<file path="src/rtl/assert_macros.svh">
// Assertion macros shared by the RTL that checks itself.
// No dependencies; take in with `include before use.
`ifndef ASSERT_MACROS_SVH
`define ASSERT_MACROS_SVH

// Same-cycle implication, disabled while in reset.
`define SXH_ASSERT_NOW(label, clk, rst_n, ante, cons) \
	label: assert property (@(posedge clk) disable iff (!rst_n) (ante) |-> (cons)) \
		else $error("%m: assertion failed");

// Next-cycle implication, disabled while in reset.
`define SXH_ASSERT_NEXT(label, clk, rst_n, ante, cons) \
	label: assert property (@(posedge clk) disable iff (!rst_n) (ante) |=> (cons)) \
		else $error("%m: assertion failed");

`endif

</file>
<file path="src/rtl/sxh_pkg.sv">
// Shared types and constants of the simplified xxHash64 stream hash.
// No dependencies.
package sxh_pkg;

	localparam logic [63:0] PRIME1 = 64'h9E3779B185EBCA87;
	localparam logic [63:0] PRIME2 = 64'hC2B2AE3D27D4EB4F;
	localparam logic [63:0] PRIME3 = 64'h27D4EB2F165667C5;
	localparam logic [63:0] PRIME4 = 64'h165667B19D37E5E3;
	localparam logic [63:0] SEED   = 64'h165667B19D37E5E3;

	localparam int LENGTH_BITS_DEF = 32;
	localparam int QUEUE_DEPTH_DEF = 4;

	typedef enum logic [1:0] {
		KIND_FULL,
		KIND_FULL_LAST,
		KIND_TAIL,
		KIND_EMPTY
	} kind_t;

	typedef struct packed {
		kind_t       kind;
		logic [3:0]  nb;
		logic [63:0] data;
	} q_entry_t;

	typedef enum logic [3:0] {
		ST_IDLE,
		ST_MIX_A,
		ST_MIX_WAIT_A,
		ST_MIX_B,
		ST_MIX_WAIT_B,
		ST_UPDATE,
		ST_AVAL_A,
		ST_AVAL_WAIT_A,
		ST_AVAL_B,
		ST_AVAL_WAIT_B,
		ST_EMIT
	} state_t;

endpackage

</file>
<file path="src/rtl/sxh_fifo.sv">
// Small queue of classified words between the front and the hash sequencer.
// Depends on sxh_pkg.
module sxh_fifo #(
	parameter int DEPTH = sxh_pkg::QUEUE_DEPTH_DEF
) (
	input  logic              clk,
	input  logic              arst_n,
	input  logic              push,
	input  sxh_pkg::q_entry_t wr_entry,
	input  logic              pop,
	output sxh_pkg::q_entry_t rd_entry,
	output logic              full,
	output logic              empty
);

	localparam int PTR_W = $clog2(DEPTH);
	localparam int CNT_W = $clog2(DEPTH + 1);

	sxh_pkg::q_entry_t entries_q [DEPTH];
	logic [PTR_W-1:0]  wr_ptr_q, rd_ptr_q;
	logic [CNT_W-1:0]  count_q;

	assign full     = (count_q == CNT_W'(DEPTH));
	assign empty    = (count_q == '0);
	assign rd_entry = entries_q[rd_ptr_q];

	function automatic logic [PTR_W-1:0] ptr_inc(input logic [PTR_W-1:0] p);
		return (p == PTR_W'(DEPTH - 1)) ? '0 : p + PTR_W'(1);
	endfunction

	always_ff @(posedge clk) begin
		if (push) begin
			entries_q[wr_ptr_q] <= wr_entry;
		end
	end

	always_ff @(posedge clk or negedge arst_n) begin
		if (!arst_n) begin
			wr_ptr_q <= '0;
			rd_ptr_q <= '0;
			count_q  <= '0;
		end else begin
			if (push) begin
				wr_ptr_q <= ptr_inc(wr_ptr_q);
			end
			if (pop) begin
				rd_ptr_q <= ptr_inc(rd_ptr_q);
			end
			if (push && !pop) begin
				count_q <= count_q + CNT_W'(1);
			end else if (pop && !push) begin
				count_q <= count_q - CNT_W'(1);
			end
		end
	end

endmodule

</file>
<file path="config.mk">
export PLATFORM = sky130hd
export DESIGN_NAME = sxh_fifo
export DESIGN_NICKNAME = d
export VERILOG_FILES = /design/src/rtl/assert_macros.svh /design/src/rtl/sxh_pkg.sv /design/src/rtl/sxh_fifo.sv
export SDC_FILE = /design/constraint.sdc
export NUM_CORES = 1
export LEC_CHECK = 0
export ABC_CLOCK_PERIOD_IN_PS = 2800
export BUFFER_PORTS_ARGS = -buffer_cell sky130_fd_sc_hd__buf_2
export CAP_MARGIN = 20
export CORE_MARGIN = 3
export CORE_UTILIZATION = 30
export DETAILED_ROUTE_END_ITERATION = 8
export GPL_TIMING_DRIVEN = 0
export SYNTH_ARGS = -nofsm -noshare
export SYNTH_HDL_FRONTEND = slang
export SYNTH_SLANG_ARGS = --single-unit
</file>
<file path="constraint.sdc">
create_clock -name clk -period 2.8 [get_ports clk]
set_input_delay 0.28 -clock clk [delete_from_list [all_inputs] [get_ports clk]]
set_output_delay 0.28 -clock clk [all_outputs]
set_load 0.02 [all_outputs]
</file>
== Word level (Yosys, flattened, before mapping) ==
Memory sizes are Yosys's and may differ from the RTL's.
Index checks and enable logic that the tools add are counted.

* Word-level logic and storage cells: 23
* Output and inout bits: 72
* Memories kept: 1
* Memory bits (writable): 280
* Register bits after elaboration: 7

* Equal/unequal tests: 3
* Multiplexer cells: 6
* Add/subtract/negate cells: 4
* Reduce and logical (&&, ||, !) cells: 6

{| class="wikitable"
|+ Memories
! memory !! depth !! width !! rd ports !! clocked after memory_dff !! wr ports !! RTL line !! source
|-
| entries_q || 4 || 70 || 1 || 0 || 1 || sxh_fifo.sv:19 || <nowiki>sxh_pkg::q_entry_t entries_q [DEPTH];</nowiki>
|}

{| class="wikitable"
|+ Operators by type and width
! kind !! number
|-
| two-way mux 3 bit || 2
|-
| adder 2 x 1 -> 2 bit (second input constant) || 2
|-
| == test 2 bit (second input constant) || 2
|-
| two-way mux 2 bit || 2
|-
| adder 3 x 1 -> 3 bit (second input constant) || 1
|-
| == test 3 bit (second input constant) || 1
|-
| logical NOT 3 bit || 1
|-
| subtractor 3 x 1 -> 3 bit (second input constant) || 1
|-
| logical AND 1 bit || 2
|-
| logical NOT 1 bit || 2
|-
| two-way mux 1 bit || 2
|-
| nonzero test 2 bit || 1
|}

== Depth between registers and ports, before layout ==
* Depth in word-level cells: 4
* Gate-level depth with buffers: 7
* Depth with buffers taken out: 7

== Worst setup path after synthesis ==
No wires, ideal clock.

* Path kind: register -> register
* Start: register wr_ptr_q[0]
* End: memory entries_q[0][0] in the netlist's numbering, enable pin
* Data arrival time: 2.264 ns
* Buffers on the path: 0
* Required time: 2.365 ns
* Path slack: 0.101 ns
* Stages on the path, launching flop included: 4
* Cell sequence: dfrtp_1 inv_1 ha_1 and2_1

{| class="wikitable"
|+ RTL lines
! item !! RTL line !! source
|-
| start: declaration || sxh_fifo.sv:20 || <nowiki>logic [PTR_W-1:0] wr_ptr_q, rd_ptr_q;</nowiki>
|-
| start signal: assignment || sxh_fifo.sv:44 || <nowiki>wr_ptr_q <= ptr_inc(wr_ptr_q);</nowiki>
|-
| end: declaration || sxh_fifo.sv:19 ||
|}

No word-level cell before the write port.

==> results.txt <==
The flow ran to the end, and the final reports show no timing, DRC or antenna violations. The sequential cell area is 0.00858 mm^2. The remaining design rule violation count is 0.

In this run the deepest clock path goes through 3 buffers. The vertical die dimension came out at 194 um. On the final layout, the worst clock skew is 0.00554 ns.

The area of the mapped netlist is 0.0106 mm^2. The global-route total usage across every layer came out at 10.8%. The post-layout net count is 735. The pin slew with the least headroom to its limit is 0.619 ns. The number of hold violations in the final report came to 0. For the final routed database, the setup TNS stands at 0 ns. Following the worst setup path forward leads to its endpoint at rd_entry[24].

From left edge to right edge, the die measures 194 um. The half-perimeter wire length of the detailed placement result came out at 13200 um. The fraction of power spent switching nets is 30.3%.

The share of total power in sequential cells is 40.9%. The most common cell after layout, fill and taps aside is edfxtp_1. The count of input and output buffers is 145. Entering global routing, the biggest net connects 37 pins. For this design the total switching power over the nets is 4.22 mW. The first-iteration detailed-routing DRC count came out at 229. The portion of netlist area occupied by mux cells is 15.3%. The design draws 13.9 mW. The area of the placeable core is 0.0347 mm^2. Summed over all instances, the cell type with the most area after synthesis is edfxtp_1. The final-report max-slew violation count is 0. The final global-route overflow total is 0.

The number of nets in the synthesized netlist is 484. The startpoint identified for the worst register-to-register timing path is wr_ptr_q[0]$_DFFE_PN0P_. The share of cells above drive strength 1 is 41.5%.

The endpoint identified for the worst register-to-register timing path is entries_q[0][15]$_DFFE_PP_. The post-synthesis adder-cell area fraction came out at 0.898%. The final RePlAce weighted congestion came out at 0.714. The share of the Yosys chip area taken by registers is 81.0%. The max-cap violation count is 0. The number of global-route vias before repair came to 5653. The power density relative to cell area came out at 1020 mW/mm^2. Clock latency on the worst-skew pair, taken at its later pin, is 0.54 ns. TritonCTS built the clock tree.

After technology mapping, the gate count stands at 403. After synthesis, the cell types taking the most area are edfxtp_1 79%, mux4_2 14%, dfrtp_1 1.7%, buf_12 1.3%, ha_1 0.71%. Clock tree synthesis found a total of 287 sinks. The CTS H-tree depth came out at 1. For this configuration, the core starts out at a cell density of 30.5%. For this run, the leading register cell type out of synthesis is edfxtp_1. The static power due to leakage came out at 4.69 nW. The number of filler instances in the final layout came out at 3111. STA classifies the critical path endpoint as an output port. The count of nets left with antenna violations once routing finished came out at 0.

Yosys printed 0 warnings. The final setup violation count came out at 0. The full die area came out at 0.0376 mm^2. The final wirelength is 20400 um. The clock network is responsible for 27.2% of the overall power.

The required time of the worst setup path came out at 2.52 ns. The path category of the worst min-delay check is in -> reg. The number of antenna violations at the first check in global routing came out at 0. The number of flops mapped to enable cells by yosys came out at 280.

The synthesized netlist devotes 0.0945% of its cell area to compound gates. Counting flops and latches in the post-synthesis netlist gives 287. The count of cell types in the netlist came out at 20. The cell-internal power came out at 9.69 mW. The maximum fanout count along the critical path is 10. The number of clock buffers added by TritonCTS is 29. The synthesized-area fraction occupied by xor and xnor cells came out at 0.248%. The per-cell routed wire length came out at 18.0 um.

The logic depth of the worst register-to-register path came out at 4. The max-slew headroom at the worst pin is 58.7%. The average instance in the mapped netlist occupies 26.3 um^2. After detailed routing, the number of vias per cell comes to 4.42. The cell sitting at the root of the clock tree is a clkbuf_16. The worst setup slack after placement came out at 0.481 ns. In this run the post-CTS setup repair buffer count came out at 0.

The most critical setup path has its startpoint at rd_ptr_q[1]$_DFFE_PN0P_. The library cells used most frequently in the layout, excluding fill and tap cells, are 280 x edfxtp_1, 152 x buf_2, 71 x dlygate4sd3_1, 68 x mux4_2, 29 x clkbuf_16. Setup repair after global routing left no endpoint under its margin. Across all register-to-register paths, the minimum setup slack is 0.92 ns. The maximum achievable frequency came out at 0.419 GHz. The part of the cycle the worst path needs is 85.2%. The smallest clock period supported by the final layout is computed as 2.39 ns.

The worst setup path category is reg -> out. The worst setup slack after layout is 0.414 ns. Across the VDD grid, the largest voltage drop is 0.593 mV. The final core utilization is 39.3%. The row count came out at 68. After synthesis, the largest family of logic cells by area is multiplexers. The worst hold slack is 0.0492 ns. The wire length of the first global-routing pass is 32300 um. The share of total power in combinational logic is 31.9%. The share of flip-flops with an asynchronous set or reset after synthesis came out at 2.44%.

For this run, the detailed router's first-pass iteration total came to 4. The area added between synthesis and finish is 28.7%. The fraction of the mapped netlist area in simple logic gates is 0.531%. After clock tree synthesis, the clock-pin slew on the worst setup and hold paths is 0.06 ns.

The boundary pin count is 146. The area occupied by multi-input gates is 0.00182 mm^2. The type of element launching the critical path is a register. The via total after detailed routing came out at 5000. For the worst setup path, the data arrival time is 2.11 ns.

Of the post-synthesis cell area, the dominant cell type holds 79.4%.
## power groups by stage
stage | registers (mW) | logic, mW | clock network [mW]
2_1_floorplan | 5.75 | 3.08 | 0
4_1_cts | 5.69 | 4.60 | 3.91
6_report | 5.68 | 4.44 | 3.78
3_3_place_gp | 5.81 | 4.34 | 0
3_5_place_dp | 5.78 | 4.51 | 0
5_1_grt | 5.74 | 4.78 | 4.10
## timing repair
item / CTS / global route
endpoints found under the setup margin: 69 / 0
hold endpoints to repair: 287 / 0
gates resized for setup: 1 / 0
hold buffers: 71 / 0
## registers in the layout, summed over array words and instances, names as in the netlist
name       count
count_q        3
entries_q    280
rd_ptr_q       2
wr_ptr_q       2
## stage by stage
stage	instance area (um^2)	instances
2_1_floorplan	10600	403
3_3_place_gp	11900	1003
4_1_cts	13600	1130
5_1_grt	13600	1130
6_report	13600	1131
3_5_place_dp	12000	1007
## kinds of logic after synthesis
group,count (synthesis)
buffers and inverters,20
and+or+nand+nor,11
muxes,73
xor gates and xnor gates,3
AOI/OAI and AO/OA,2
DFF,287
adders and majority gates,7
## how the worst min path moves through the flow
stage	cells after the start	start	end
2_1_floorplan	0	arst_n	count_q[0]$_DFFE_PN0P_
3_3_place_gp	1	arst_n	count_q[1]$_DFFE_PN0P_
3_5_place_dp	1	arst_n	count_q[2]$_DFFE_PN0P_
4_1_cts	2	pop	rd_ptr_q[0]$_DFFE_PN0P_
5_1_grt	2	pop	rd_ptr_q[0]$_DFFE_PN0P_
6_report	2	pop	rd_ptr_q[0]$_DFFE_PN0P_
## cells in the mapped netlist (2+ instances only)
library cell  count
edfxtp_1        280
buf_2             7
mux2_2            3
and2_1            4
nor2_1            3
nand2_1           2
xor2_1            2
dfrtp_1           7
buf_12            7
ha_1              6
mux4_2           68
mux4_1            2
inv_1             4
o21ai_0           2
## per-layer routing
metal  up-vias  share of wire (%)  track usage [%]
met5         -                  0                0
met4         0                2.8             3.14
met3        33                5.4             2.87
met2       128                 53             19.3
met1      2608                 39             13.0
li1       2231                  -                -
## layout make-up
| cell class | instances | area share (%) |
|---|---|---|
| inverters | 4 | 0.110 |
| repair buffers | 220 | 11.1 |
| clock inverters | 18 | 1.40 |
| clock buffers | 34 | 5.46 |
| well taps | 455 | 4.18 |
| multi-input cells | 96 | 13.3 |
| plain buffers | 16 | 1.40 |
| diodes | 1 | 0.0184 |
| flip-flops and latches | 287 | 63.0 |
## critical path, cell delays in order, from the launching register on
cell      delay, ns
dfrtp_1        0.36
clkbuf_2       0.30
buf_2          0.36
mux4_2         0.36
buf_2          0.18
No activity file was read; power rests on OpenSTA's default activity.
