## config.mk

```make
export PLATFORM = sky130hd
export DESIGN_NAME = sxh_front
export DESIGN_NICKNAME = d
export VERILOG_FILES = /design/src/rtl/assert_macros.svh /design/src/rtl/sxh_pkg.sv /design/src/rtl/sxh_front.sv
export SDC_FILE = /design/constraint.sdc
export NUM_CORES = 1
export LEC_CHECK = 0
export BUFFER_PORTS_ARGS = -buffer_cell sky130_fd_sc_hd__buf_2
export CAP_MARGIN = 20
export CORE_MARGIN = 2
export CORE_UTILIZATION = 27
export DETAILED_ROUTE_END_ITERATION = 10
export PLACE_DENSITY = 0.84
export SLEW_MARGIN = 30
export SYNTH_ARGS = -nofsm -noshare
export SYNTH_HDL_FRONTEND = slang
export SYNTH_SLANG_ARGS = --single-unit
export TNS_END_PERCENT = 1
```

## constraint.sdc

```tcl
create_clock -name vclk -period 2.7
set_clock_uncertainty 0.15 [all_clocks]
set_input_delay 0.675 -clock vclk [all_inputs]
set_output_delay 0.675 -clock vclk [all_outputs]
set_load 0.005 [all_outputs]
```

## src/rtl/assert_macros.svh

```systemverilog
// Assertion macros shared by the RTL that checks itself.
// No dependencies; take in with `include before use.
`ifndef ASSERT_MACROS_SVH
`define ASSERT_MACROS_SVH

// Same-cycle implication, disabled while in reset.
`define SXH_ASSERT_NOW(label, clk, rst_n, ante, cons) \
	label: assert property (@(posedge clk) disable iff (!rst_n) (ante) |-> (cons)) \
		else $error("%m: assertion failed");

// Next-cycle implication, disabled while in reset.
`define SXH_ASSERT_NEXT(label, clk, rst_n, ante, cons) \
	label: assert property (@(posedge clk) disable iff (!rst_n) (ante) |=> (cons)) \
		else $error("%m: assertion failed");

`endif

```

## src/rtl/sxh_pkg.sv

```systemverilog
// Shared types and constants of the simplified xxHash64 stream hash.
// No dependencies.
package sxh_pkg;

	localparam logic [63:0] PRIME1 = 64'h9E3779B185EBCA87;
	localparam logic [63:0] PRIME2 = 64'hC2B2AE3D27D4EB4F;
	localparam logic [63:0] PRIME3 = 64'h27D4EB2F165667C5;
	localparam logic [63:0] PRIME4 = 64'h165667B19D37E5E3;
	localparam logic [63:0] SEED   = 64'h165667B19D37E5E3;

	localparam int LENGTH_BITS_DEF = 32;
	localparam int QUEUE_DEPTH_DEF = 4;

	typedef enum logic [1:0] {
		KIND_FULL,
		KIND_FULL_LAST,
		KIND_TAIL,
		KIND_EMPTY
	} kind_t;

	typedef struct packed {
		kind_t       kind;
		logic [3:0]  nb;
		logic [63:0] data;
	} q_entry_t;

	typedef enum logic [3:0] {
		ST_IDLE,
		ST_MIX_A,
		ST_MIX_WAIT_A,
		ST_MIX_B,
		ST_MIX_WAIT_B,
		ST_UPDATE,
		ST_AVAL_A,
		ST_AVAL_WAIT_A,
		ST_AVAL_B,
		ST_AVAL_WAIT_B,
		ST_EMIT
	} state_t;

endpackage

```

## src/rtl/sxh_front.sv

```systemverilog
// Input side: takes transfers, clamps the byte count, masks short words, classifies.
// Depends on sxh_pkg.
module sxh_front (
	input  logic              in_valid,
	output logic              in_ready,
	input  logic [63:0]       data_word,
	input  logic [3:0]        valid_bytes,
	input  logic              last,
	input  logic              q_full,
	output logic              push,
	output sxh_pkg::q_entry_t entry
);

	logic [3:0]  nb;
	logic [63:0] tail;

	assign in_ready = !q_full;
	assign push     = in_valid && in_ready;
	assign nb       = valid_bytes[3] ? 4'd8 : valid_bytes;

	always_comb begin
		for (int i = 0; i < 8; i++) begin
			tail[i*8 +: 8] = (4'(i) < nb) ? data_word[i*8 +: 8] : 8'h00;
		end
	end

	always_comb begin
		entry.nb = nb;
		if (nb == 4'd8) begin
			entry.kind = last ? sxh_pkg::KIND_FULL_LAST : sxh_pkg::KIND_FULL;
			entry.data = data_word;
		end else begin
			entry.kind = (tail == 64'd0) ? sxh_pkg::KIND_EMPTY : sxh_pkg::KIND_TAIL;
			entry.data = tail;
		end
	end

endmodule

```

==> After elaboration in Yosys (flattened, before gate mapping) <==
Cells that the tools add are included.
{ "op_classes": {"add_sub_neg": 0, "mul": 0, "n_div": 0, "magnitude_cmp": 8, "n_eq_ne": 1, "shifts": 0, "mux": 13, "bitwise": 0, "reduce_logical": 3} }
{ "ops": {"columns": ["operator", "count"], "rows": [
  ["64-bit logical NOT", 1],
  ["64-bit 2-to-1 mux", 1],
  ["8-bit 2-to-1 mux", 8],
  ["3-bit by 4-bit less-than comparator with 1-bit output (first input constant)", 4],
  ["1-bit by 4-bit less-than comparator with 1-bit output (first input constant)", 2],
  ["2-bit by 4-bit less-than comparator with 1-bit output (first input constant)", 2],
  ["4-bit == test (second input constant)", 1],
  ["4-bit 2-to-1 mux", 1],
  ["1-bit 2-to-1 mux", 2],
  ["2-bit 2-to-1 mux", 1],
  ["1-bit logical AND", 1],
  ["1-bit logical NOT", 1]
]} }
{ "totals": {"ff_bits": 0, "latch_bits": 0, "ramBits": 0, "mem_bits_ro": 0, "in_bits": 71, "elab_cells": 25, "n_memories": 0} }

==> Longest topological paths before layout <==
Gate-level depths: netlist (run 1).
{ "depth": {"depth_word": 6, "depth_mapped": 5} }

==> Least setup slack after synthesis (run 1) <==
Ideal clock, no wire load.
{ "synth_path": {"path_type": "input-to-output", "start": "input data_word[36]", "end": "output entry[68] (netlist name)", "arrival_ns": 1.646, "t_required_ns": 1.875, "path_slack_ns": 0.229, "cell_stages": 4, "path_cell_list": "or4_1 o22ai_1 and4bb_1 a32o_2"} }
{ "synth_rtl": {"columns": ["element", "line_no", "rtl"], "rows": [
  ["from (decl)", "sxh_front.sv:6", "input logic [63:0] data_word,"],
  ["to (decl)", "sxh_front.sv:11", "output sxh_pkg::q_entry_t entry"]
]} }

==> results of run 1 <==
## layout make-up
class,count,area [sq um],share of cell area [%]
inverter,2,7.51,0.479
multi-input combinational,102,721,46.0
tap,31,38.8,2.47
timing repair buffer,151,801,51.1
## power by group through the flow
stage / sequential, mW / clock, mW / combinational [mW]
3_3_place_gp: 0 / 0 / 0.219
3_5_place_dp: 0 / 0 / 0.224
6_report: 0 / 0 / 0.229
4_1_cts: 0 / 0 / 0.225
2_1_floorplan: 0 / 0 / 0.0916
5_1_grt: 0 / 0 / 0.252
## per-layer routing
layer,part of all wire [%],wire length (um)
met3,10,319
met2,53,1680
met1,37,1160
met4,0.50,16
met5,0,0
## cells in the final DEF (no fill, tap or decap)
cell | synthesis | final
sky130_fd_sc_hd__nor2b_1 | 35 | 35
sky130_fd_sc_hd__or3_1 | 1 | 1
sky130_fd_sc_hd__o21ai_1 | 1 | 1
sky130_fd_sc_hd__inv_1 | 2 | 2
sky130_fd_sc_hd__and4bb_1 | 1 | 1
sky130_fd_sc_hd__nor4_4 | 1 | 1
sky130_fd_sc_hd__a32o_2 | 1 | 1
sky130_fd_sc_hd__buf_4 | 2 | 8
sky130_fd_sc_hd__a211oi_4 | 1 | 1
sky130_fd_sc_hd__nor3_1 | 1 | 1
sky130_fd_sc_hd__and2b_1 | 25 | 25
sky130_fd_sc_hd__buf_6 | 2 | 4
sky130_fd_sc_hd__or4_1 | 3 | 1
sky130_fd_sc_hd__buf_2 | 0 | 139
sky130_fd_sc_hd__a31oi_1 | 1 | 1
sky130_fd_sc_hd__nor4_1 | 9 | 9
sky130_fd_sc_hd__nor3_2 | 1 | 1
sky130_fd_sc_hd__and2_1 | 8 | 8
sky130_fd_sc_hd__nand3_1 | 1 | 1
sky130_fd_sc_hd__nor2_1 | 3 | 3
sky130_fd_sc_hd__o22ai_1 | 2 | 1
sky130_fd_sc_hd__o21a_1 | 1 | 1
sky130_fd_sc_hd__or4_4 | 0 | 2
sky130_fd_sc_hd__o22ai_2 | 0 | 1
sky130_fd_sc_hd__a21oi_1 | 5 | 5
sky130_fd_sc_hd__a211oi_2 | 0 | 1
## per-stage QoR
stage / cells / instance area (sq um)
3_3_place_gp: 286 / 1520
4_1_cts: 286 / 1530
6_report: 286 / 1570
3_5_place_dp: 286 / 1520
2_1_floorplan: 109 / 751
5_1_grt: 286 / 1570
## path summary, 6_finish.rpt
path / end / slack (ns) / depth (start not counted)
worst min-delay path: in_ready / 1.43 / 3
worst max-delay path: entry[68] / -0.008 / 6
## kinds of logic after synthesis
| family | count (synthesis) | share of synthesized area (%) |
|---|---|---|
| buffers and inverters | 7 | 6.50 |
| AO/OA/AOI/OAI | 13 | 12.7 |
| AND/OR/NAND/NOR | 89 | 80.8 |
## timing repair
item                       4_1_cts  5_1_grt
gates resized for setup          1        7
pin swaps                        4        6
setup endpoints to repair        1        1
cloned                           0        0
setup buffers                    0        0
==> results, run 1 <==
- The startpoint class of the critical path is an input pin.
- Buffers placed on the I/O ports in this run total roughly 140.
- Entering global routing, the biggest net connects 16 pins.
- The number of nets in the synthesized netlist is 180.
- Adding up every negative setup slack in the final design gives -0.00847 ns.
- The most critical setup path has its startpoint at data_word[31].
- VDD sags by at most roughly 100 uV.
- From left edge to right edge, the die measures 56.7 um.
- In the global route stage, met1 resource usage came out at roughly a fifth.
- Sorting the synthesized cells by area gives the leading types as sky130_fd_sc_hd__nor2b_1 (29%), sky130_fd_sc_hd__and2b_1 (25%), sky130_fd_sc_hd__nor4_1 (7.5%).
- The post-layout minimum cycle time is ~2.7 ns.
- The final count of pins violating max slew came to 0.
- The clock share of power is 0%.
- In this run the power density over the cells is between 100 and 150 nW/um^2.
- For this configuration, the core starts out at a cell density of roughly 28%.
- The net total in the final layout is approximately 330.
- The number of antenna violations at the first check in global routing was 0.
- The classification of the worst-slack hold path is input pin to output pin.
- In this design, the largest share of critical-path delay is due to simple AND/OR/NAND/NOR gates.
- The master of the slowest instance on the critical path is sky130_fd_sc_hd__or4_1.
- The Yosys step of the flow raised 0 warnings.
- The internal power of the cells totals roughly 130 uW.
- The number of distinct standard cells referenced by the synthesized netlist is 24.
- The completed layout was analyzed and its total power is roughly 230 uW.
- The combinational share of power is 100.0%.
- The fraction of the yosys area taken by sequential cells is 0%.
- In the global route stage, met2 resource usage came out at 34.7%.
- For the pin with the worst max-slew slack, the measured transition is roughly 0.50 ns.
- The worst setup slack after layout is -0.00847 ns.
- The number of antenna diodes in the final layout is 0.
- The most heavily used metal layer in global routing is met2.
- The critical path start-end classification is input pin to output pin.
- The longest individual stage delay on the worst path is about 0.5 ns.
- The via count of the first global-routing pass is ~1200.
- The required time at the endpoint of the critical path is roughly 1.9 ns.
- The count of hold-fix buffers inserted at cts is 0.
- Summed over its instances, the top area cell type makes up ~30% of the synthesized netlist area.
- The static power due to leakage is between 0.9 and 1 nW.
- Of the cells placed in the final design, the portion with a size suffix greater than 1 is roughly 62%.
- The total wire length is 3.18 mm.
- Setup repair after global routing could not meet its margin everywhere.
- In this run the mean area of a mapped cell was ~7 sq um.
- The combined flip-flop and latch cell area is 0 sq um.
- Compared with the post-synthesis result, the final layout area differs by 109%.
- The summed instance area of the synthesized netlist is approximately 750 sq um.
- The setup violation total in the final timing report is 1.
- The die is approximately 57 um tall.
- The worst setup path is captured at an output pin.
- The run finished, with violations left.
- The worst max-slew margin expressed relative to the limit is approximately two thirds.
- The weighted congestion at the end of routability-driven global placement is 0.718.
- Measured on the finished design, the core utilization comes to 58.4%.
- The standard cell core area is 2690 sq um.
- The global routing usage on met3 is 1.38%.
- Across all hold checks on the routed design, the worst slack comes to around 1.4 ns.
- The detailed-route via count is 1308.
- Global routing used approximately 17% of the available tracks across all layers.
- Once detail routing completed, the nets flagged for antenna violations numbered 0.
- The post-synthesis cell count is roughly 110.
- After detailed routing, the average wire length per cell comes to about 11 um.
- The proportion of total power due to net switching is ~42%.
- The sequential share of power is 0%.
- The worst setup slack before clock tree synthesis is -0.0472 ns.
- The floorplan has 19 rows.
- The synthesized design spends more area on one cell type than any other, namely sky130_fd_sc_hd__nor2b_1.
- For this block, the initial DRC count from the detailed router was 22.
- The critical path data arrival time is between 1.5 and 2 ns.
- By count the netlist is led by sky130_fd_sc_hd__nor2b_1 (35), sky130_fd_sc_hd__and2b_1 (25), sky130_fd_sc_hd__nor4_1 (9).
- After filler insertion, the fill cell instance count of the layout stands at between 200 and 300.
- The launch instance of the worst min-delay path is q_full.
- The library cell appearing most often on the critical path is sky130_fd_sc_hd__buf_6.
- Counting both buffers and inverters, the worst setup path holds a total of 2.
- Of all nets on the critical path, the largest fanout is 2.
- The final layout contains a sequential cell count of 0.
- In the routed design, unresolved DRC markers number 0.
- The first detailed-routing pass ran for 3 iterations.
- The final critical path takes up 100% of the cycle.
- The signal on the critical path passes through buf_6 -> or4_1 -> o21ai_1 -> and4bb_1 -> a32o_2 -> buf_6.
- The count of maximum capacitance violations is 0.
- During I/O placement, the number of pins put on the boundary was between 100 and 150.
- The total count of hold-check failures in the final report is 0.
- The net switching power is ~97 uW.
- The first global-routing pass estimated roughly 4.7 mm of wire.
- The final reports fail on negative setup slack.
- The per-cell via count in the routed design is ~4.6.
- The sum of net half-perimeters after detailed placement is between 2 and 3 mm.
- Clock buffers in the final layout number 0.
- The top achievable clock speed is between 300 and 400 MHz.
- The die covers roughly 3200 sq um.
- The most frequent cell after synthesis is sky130_fd_sc_hd__nor2b_1.
- The total overflow left after global routing is 0.
No activity file was read; power rests on OpenSTA's default activity.
==> run 2, diff against run 1 <==
--- a/config.mk
+++ b/config.mk
@@ -5,7 +5,7 @@
 export SDC_FILE = /design/constraint.sdc
 export NUM_CORES = 1
 export LEC_CHECK = 0
-export BUFFER_PORTS_ARGS = -buffer_cell sky130_fd_sc_hd__buf_2
+export BUFFER_PORTS_ARGS = -buffer_cell sky130_fd_sc_hd__buf_4
 export CAP_MARGIN = 20
 export CORE_MARGIN = 2
 export CORE_UTILIZATION = 27
==> run 2 against run 1 <==
  * The flow still finishes with violations (negative setup slack)
  * Count of clock-buffer cells in the layout is the same
  * Cell area grew 23%
  * Sequential cell count is the same
  * Via count grew 0.38%
  * Non-clock buffer count is the same
  * Setup slack lost 0.022 ns
  * Worst hold slack lost 0.0037 ns
  * Largest cell class unchanged
  * Largest power group unchanged
==> results, run 2 (synthesis gave the netlist of run 1 again) <==
- The area after detailed placement is 1880 sq um.
- Together, buffers and inverters on the worst path number 2.
- The uppermost signal routing layer after detailed routing is met4.
- The standard cell core area is between 2000 and 3000 sq um.
- The worst-case IR drop observed on VDD is ~110 uV.
- The classification of the worst-slack hold path is input pin to output pin.
- The startpoint class of the critical path is an input pin.
- Fill cells in the final layout number between 200 and 250.
- The final reports fail on negative setup slack.
- At the pin with the least slew margin, the transition time is between 0.4 and 0.5 ns.
- Once layout is done, the placed cells without fillers occupy between 1500 and 2000 sq um.
- Data on the critical path is required at its endpoint by between 1.5 and 2 ns.
- Setup repair after global routing could not meet its margin everywhere.
- The share of post-route cells with drive strength above 1 is between 60 and 70%.
- The worst setup path is captured at an output pin.
- 0 antenna diodes ended up in the layout.
- The congestion estimate from routability-driven global placement came to 0.810.
- The top cell types in the final layout, fill and taps aside, are sky130_fd_sc_hd__buf_4 (146), sky130_fd_sc_hd__nor2b_1 (35), sky130_fd_sc_hd__and2b_1 (25), sky130_fd_sc_hd__and2_1 (8), sky130_fd_sc_hd__nor4_1 (8).
- Setup violations remaining at the end of the flow were counted as 1.
- The per-cell via count in the routed design is 4.59.
- Measured on the finished design, the core utilization comes to 71.5%.
- The routed layout has approximately 1300 vias.
- The total count of hold-check failures in the final report is 0.
- The tool flagged a number of max-cap violations equal to 0.
- The all-layer global routing usage is 17.5%.
- The post-layout minimum cycle time is approximately 2.7 ns.
- Entering global routing, the biggest net connects 16 pins.
- The worst pin sits at a relative slew slack of 69.7%.
- The die footprint is around 3200 sq um.
- The worst hold path begins at q_full.
- Prior to clock tree synthesis, the placed netlist has a worst setup slack of -0.0472 ns.
- The signal on the critical path passes through buf_4 -> or4_4 -> o22ai_2 -> and4bb_1 -> a32o_2 -> buf_6.
- The top achievable clock speed is between 300 and 400 MHz.
- The met1 wire length is roughly 1.1 mm.
- The largest single stage delay on the critical path is ~0.52 ns.
- The number of port buffers is 143.
- Power spread over the standard cell area amounts to about 150 nW/um^2.
- The leftover overflow at the end of global routing is 0.
- The final count of pins violating max slew is 0.
- The number of antenna violations at the first check in global routing is 0.
- After layout, the worst path uses 101% of the clock period.
- The critical path start-end classification is input pin to output pin.
- After floorplanning, the core was divided into 19 placement rows.
- Detailed placement ended at an HPWL of 2.90 mm.
- The run finished, with violations left.
- The combined flip-flop and latch cell area is 0 sq um.
- The static power due to leakage is slightly above 1 nW.
- During I/O placement, the number of pins put on the boundary was approximately 140.
- In this run the post-CTS setup repair buffer count came out at 0.
- The detailed-router iteration count before antenna repair is 4.
- The number of remaining DRC errors is 0.
- Once the floorplan was initialized, standard cells occupied 27.9% of the core.
- The first global-routing pass estimated between 4 and 5 mm of wire.
- In the final routed layout, each cell accounts on average for approximately 11 um.
- The signed area change from the synthesized netlist to the final layout is 156%.
- The number of routed nets with antenna violations is 0.
- The total wire length is between 3 and 4 mm.
- The master of the slowest instance on the critical path is sky130_fd_sc_hd__or4_4.
- The critical path data arrival time is between 1.5 and 2 ns.
- The design has 0 sequential cells.
- The layout has 0 clock buffers.
- The worst hold path passes through 3 cells.
- The total length of routed met3 wires is around 390 um.
- The critical-path maximum fanout is 2.
- The chip width is 56.7 um.
- Once routing completed, OpenROAD measured the worst setup slack at -0.0305 ns.
- The floorplan step set the die height to between 50 and 60 um.
- At the end of the flow, the number of nets in the layout was roughly 330.
- The sink of the worst hold path is in_ready.
- The top cell family by delay on the critical path is simple AND/OR/NAND/NOR gates.
- The via count of the first global-routing pass was 1142.
- The total met2 wirelength after detailed routing is 1.69 mm.
- The count of routing violations after the opening detailed-route iteration is 18.
- The count of hold-fix buffers inserted at cts is 0.
- The overall power consumption is 293 uW.
- Leaving out fill and tap cells, the most frequent cell in the layout is sky130_fd_sc_hd__buf_4.
==> run 2: changes by cell type in the layout (fill, tap and decap cells not counted) <==
cell	delta
sky130_fd_sc_hd__or4_1	+1
sky130_fd_sc_hd__buf_6	+1
sky130_fd_sc_hd__nor4_2	+1
sky130_fd_sc_hd__buf_2	-139
sky130_fd_sc_hd__nor4_1	-1
sky130_fd_sc_hd__buf_4	+138
sky130_fd_sc_hd__or4_4	-1
==> run 2: final cells by class <==
type,count,area [sq um],share of cell area (%)
repair buffers,151,1150,60.0
inverters,2,7.51,0.391
well taps,31,38.8,2.02
multi-input cells,102,723,37.6
==> run 2: routing by layer <==
| layer | up-vias | track usage [%] |
|---|---|---|
| met3 | 4 | 4.38 |
| met4 | 0 | 1.66 |
| met2 | 74 | 34.4 |
| met1 | 568 | 19.2 |
| met5 | - | 0 |
| li1 | 667 | - |
==> run 2: metrics by stage <==
stage / TNS [ns] / instances / hold slack (ns)
finish: -0.0305 / 286 / 1.43
global route: -0.0914 / 286 / 1.44
CTS: -0.0236 / 286 / 1.43
detailed placement: -0.0472 / 286 / 1.43
global placement: -0.0534 / 286 / 1.43
floorplan: 0 / 109 / 1.23
==> run 2: repair_timing <==
item,CTS,global route
pin swaps,3,5
setup endpoints to repair,1,1
resized for setup,4,5
hold endpoints to repair,0,0
==> run 2: worst max-delay path by stage <==
stage	cells past startpoint	endpoint	slack (ns)	from
floorplan	4	entry[68]	0.23	data_word[36]
global placement	6	entry[68]	-0.05	data_word[36]
detailed placement	6	entry[68]	-0.05	data_word[36]
CTS	6	entry[68]	-0.02	data_word[26]
global route	6	entry[68]	-0.09	data_word[35]
finish	6	entry[68]	-0.03	data_word[36]
==> run 2: report_power, final <==
| part | total (mW) | switching, mW | internal (mW) | leakage [nW] |
|---|---|---|---|---|
| logic | 0.293 | 0.0996 | 0.193 | 1.03 |
| clock network | 0 | 0 | 0 | 0 |
| registers | 0 | 0 | 0 | 0 |
| total | 0.293 | 0.0996 | 0.193 | 1.03 |
==> run 3, diff against run 2 <==
--- a/config.mk
+++ b/config.mk
@@ -8,9 +8,9 @@
 export BUFFER_PORTS_ARGS = -buffer_cell sky130_fd_sc_hd__buf_4
 export CAP_MARGIN = 20
 export CORE_MARGIN = 2
-export CORE_UTILIZATION = 27
+export CORE_UTILIZATION = 24
 export DETAILED_ROUTE_END_ITERATION = 10
-export PLACE_DENSITY = 0.84
+export PLACE_DENSITY = 0.79
 export SLEW_MARGIN = 30
 export SYNTH_ARGS = -nofsm -noshare
 export SYNTH_HDL_FRONTEND = slang
==> constraint.sdc (replaced) <==
create_clock -name vclk -period 2.4
set_clock_uncertainty 0.15 [all_clocks]
set_input_delay 0.6 -clock vclk [all_inputs]
set_output_delay 0.6 -clock vclk [all_outputs]
set_load 0.005 [all_outputs]
==> run 3 against run 2 <==
  * The run still ends with negative setup slack left
  * Utilization decreased by 6.6 points
  * Cell area up 1.5%
  * Count of clock-buffer cells in the layout unchanged
  * Sequential share of layout area unchanged
  * First-iteration DRC count down 5.6%
  * Worst hold slack got worse by 0.15 ns
  * Combinational power rose by 14%
  * Die area grew 12%
  * Non-clock buffer count up 4
  * Critical path type unchanged
  * Highest routed layer is now met3
==> results, run 3 (synthesis gave the netlist of run 1 again) <==
- The worst-case IR drop observed on VDD is around 87 uV.
- The met2 layer usage reported by global route is about a third.
- The classification of the worst-slack hold path is input pin to output pin.
- The global routing usage on met3 is under 10%.
- The startpoint class of the critical path is an input pin.
- Counting I/O delays and the setup requirement, the final critical path takes ~2.6 ns.
- The proportion of total power due to net switching is 33.7%.
- The most heavily used metal layer in global routing is met2.
- The worst max-slew margin expressed relative to the limit is about four fifths.
- The critical path start-end classification is input pin to output pin.
- The checks that failed: negative setup slack.
- Setup repair after global routing could not meet its margin everywhere.
- The flow ran to the end, but the final reports show violations.
- The met1 capacity usage during global routing is roughly a fifth.
- The vertical extent of the die is 59.9 um.
- The detailed-router iteration count before antenna repair is 4.
- The floorplan has 20 rows.
- Tracing the worst setup path back leads to its startpoint at data_word[39].
- The weighted congestion at the end of routability-driven global placement is just over 0.7.
- Global routing finished with a remaining overflow of 0.
- The number of antenna violations at the first check in global routing is 0.
- In the routed layout, each cell is associated on average with a via count of roughly 4.5.
- The most common cell after layout, fill and taps aside is sky130_fd_sc_hd__buf_4.
- The count of hold-fix buffers inserted at cts is 0.
- The post-route netlist has a little over three fifths of its cells at a drive strength greater than 1.
- There are 0 flip-flops and latches.
- STA puts the critical path data required time at roughly 1.7 ns.
- Summed over all layers, the routed wires come to about 3.3 mm.
- The cell total after placement is around 290.
- The all-layer global routing usage is roughly 16%.
- Clock buffers in the final layout number 0.
- Setup violations remaining at the end of the flow were counted as 1.
- Setup slack on the critical path of the routed design comes to -0.176 ns.
- The sequential share of power is 0%.
- The total negative setup slack is -0.176 ns.
- The via count of the first global-routing pass is about 1200.
- The power per standard cell area is ~170 nW/um^2.
- The number of routed nets with antenna violations is 0.
- The final layout contains approximately 330 nets.
- The die covers roughly 3600 sq um.
- The count of routing violations after the opening detailed-route iteration is 17.
- The number of remaining DRC errors is 0.
- After detailed routing, the average wire length per cell comes to roughly 11 um.
- In this run the worst path has a maximum fanout of 2.
- The area occupied by multi-input gates is between 700 and 800 sq um.
- Dividing the final minimum period by the clock period gives 107%.
- The capturing instance or port of the critical path is entry[68].
- For this configuration, the core starts out at a cell density of between 20% and 30%.
- STA classifies the critical path endpoint as an output pin.
- The wire length of the first global-routing pass is 4.75 mm.
- Timing would allow up to between 300 and 400 MHz.
- The tightest hold path in the finished design has a slack of ~1.3 ns.
- The number of antenna diodes in the final layout is 0.
- The sum of net half-perimeters after detailed placement is between 2 and 3 mm.
- Across the whole layout, storage elements account for 0 sq um.
- The critical path data arrival time is 1.83 ns.
- The signed area change from the synthesized netlist to the final layout is 160%.
- The chip width is around 60 um.
- The layout filler cell count is approximately 280.
- The number of setup buffers added after CTS is 0.
- Entering global routing, the biggest net connects 14 pins.
- The overall power consumption is around 330 uW.
- The count of maximum capacitance violations is 0.
- The final count of pins violating max slew is 0.
- Combinational logic is responsible for 100.0% of the overall power.
- At the pin with the least slew margin, the transition time is 0.282 ns.
- Internal power comes to approximately 220 uW.
- For this block, the via count after detailed routing is around 1300.
- The filler-free cell count of the finished design is 292.
- Summing all non-filler instances in the final layout gives an area of approximately 2000 sq um.
- The total count of hold-check failures in the final report is 0.
- The area after detailed placement is ~1900 sq um.
- The net switching power is between 100 and 150 uW.
- During I/O placement, the number of pins put on the boundary was 143.
- In this run the tool buffered the top-level ports with ~140 buffer cells.
- The clock share of power is 0%.
- The library cells used most frequently in the layout, excluding fill and tap cells, are sky130_fd_sc_hd__buf_4 (149), sky130_fd_sc_hd__nor2b_1 (35), sky130_fd_sc_hd__and2b_1 (25), sky130_fd_sc_hd__nor4_1 (9), sky130_fd_sc_hd__and2_1 (8).
- The static power due to leakage is 1.06 nW.
- The standard cell core area is 3000 sq um.
[run 3: worst max-delay path, stage by stage]
cell	delay [ns]
sky130_fd_sc_hd__buf_6	0.09
sky130_fd_sc_hd__or4_4	0.53
sky130_fd_sc_hd__o22ai_2	0.12
sky130_fd_sc_hd__and4bb_1	0.21
sky130_fd_sc_hd__a32o_2	0.18
sky130_fd_sc_hd__buf_6	0.09
[run 3: cell type report]
| class | instances | area share [%] |
|---|---|---|
| timing repair buffer | 155 | 60.8 |
| multi-input combinational | 102 | 36.7 |
| tap | 33 | 2.12 |
| inverter | 2 | 0.385 |
[run 3: layer usage]
layer	share of wire (%)	routed length, um	vias to the layer above
met4	0	0	0
met2	54	1790	76
met5	0	0	-
li1	-	-	675
met3	11	363	0
met1	35	1180	550
[run 3: what timing repair did]
item	in CTS	in global routing
gates resized for setup	6	3
endpoints found under the setup margin	1	1
pin swaps	6	5
[run 3: how the worst min path moves through the flow]
stage                     startpoint       end  slack [ns]  cells past startpoint
after detailed placement      q_full  in_ready        1.28                      3
after CTS                     q_full  in_ready        1.28                      3
final                         q_full  in_ready        1.28                      3
after floorplan               q_full  in_ready        1.08                      1
after global placement        q_full  in_ready        1.28                      3
after global routing          q_full  in_ready        1.29                      3
[run 3: through the flow]
stage	util (%)	setup slack, ns
2_1_floorplan	-	0.0789
3_3_place_gp	63.7	-0.213
3_5_place_dp	63.7	-0.240
4_1_cts	64.6	-0.179
5_1_grt	65.0	-0.223
6_report	65.0	-0.176
[run 3: power by group through the flow]
stage	combinational [mW]	clock (mW)	sequential, mW
2_1_floorplan	0.103	0	0
3_3_place_gp	0.329	0	0
3_5_place_dp	0.332	0	0
4_1_cts	0.336	0	0
5_1_grt	0.364	0	0
6_report	0.335	0	0
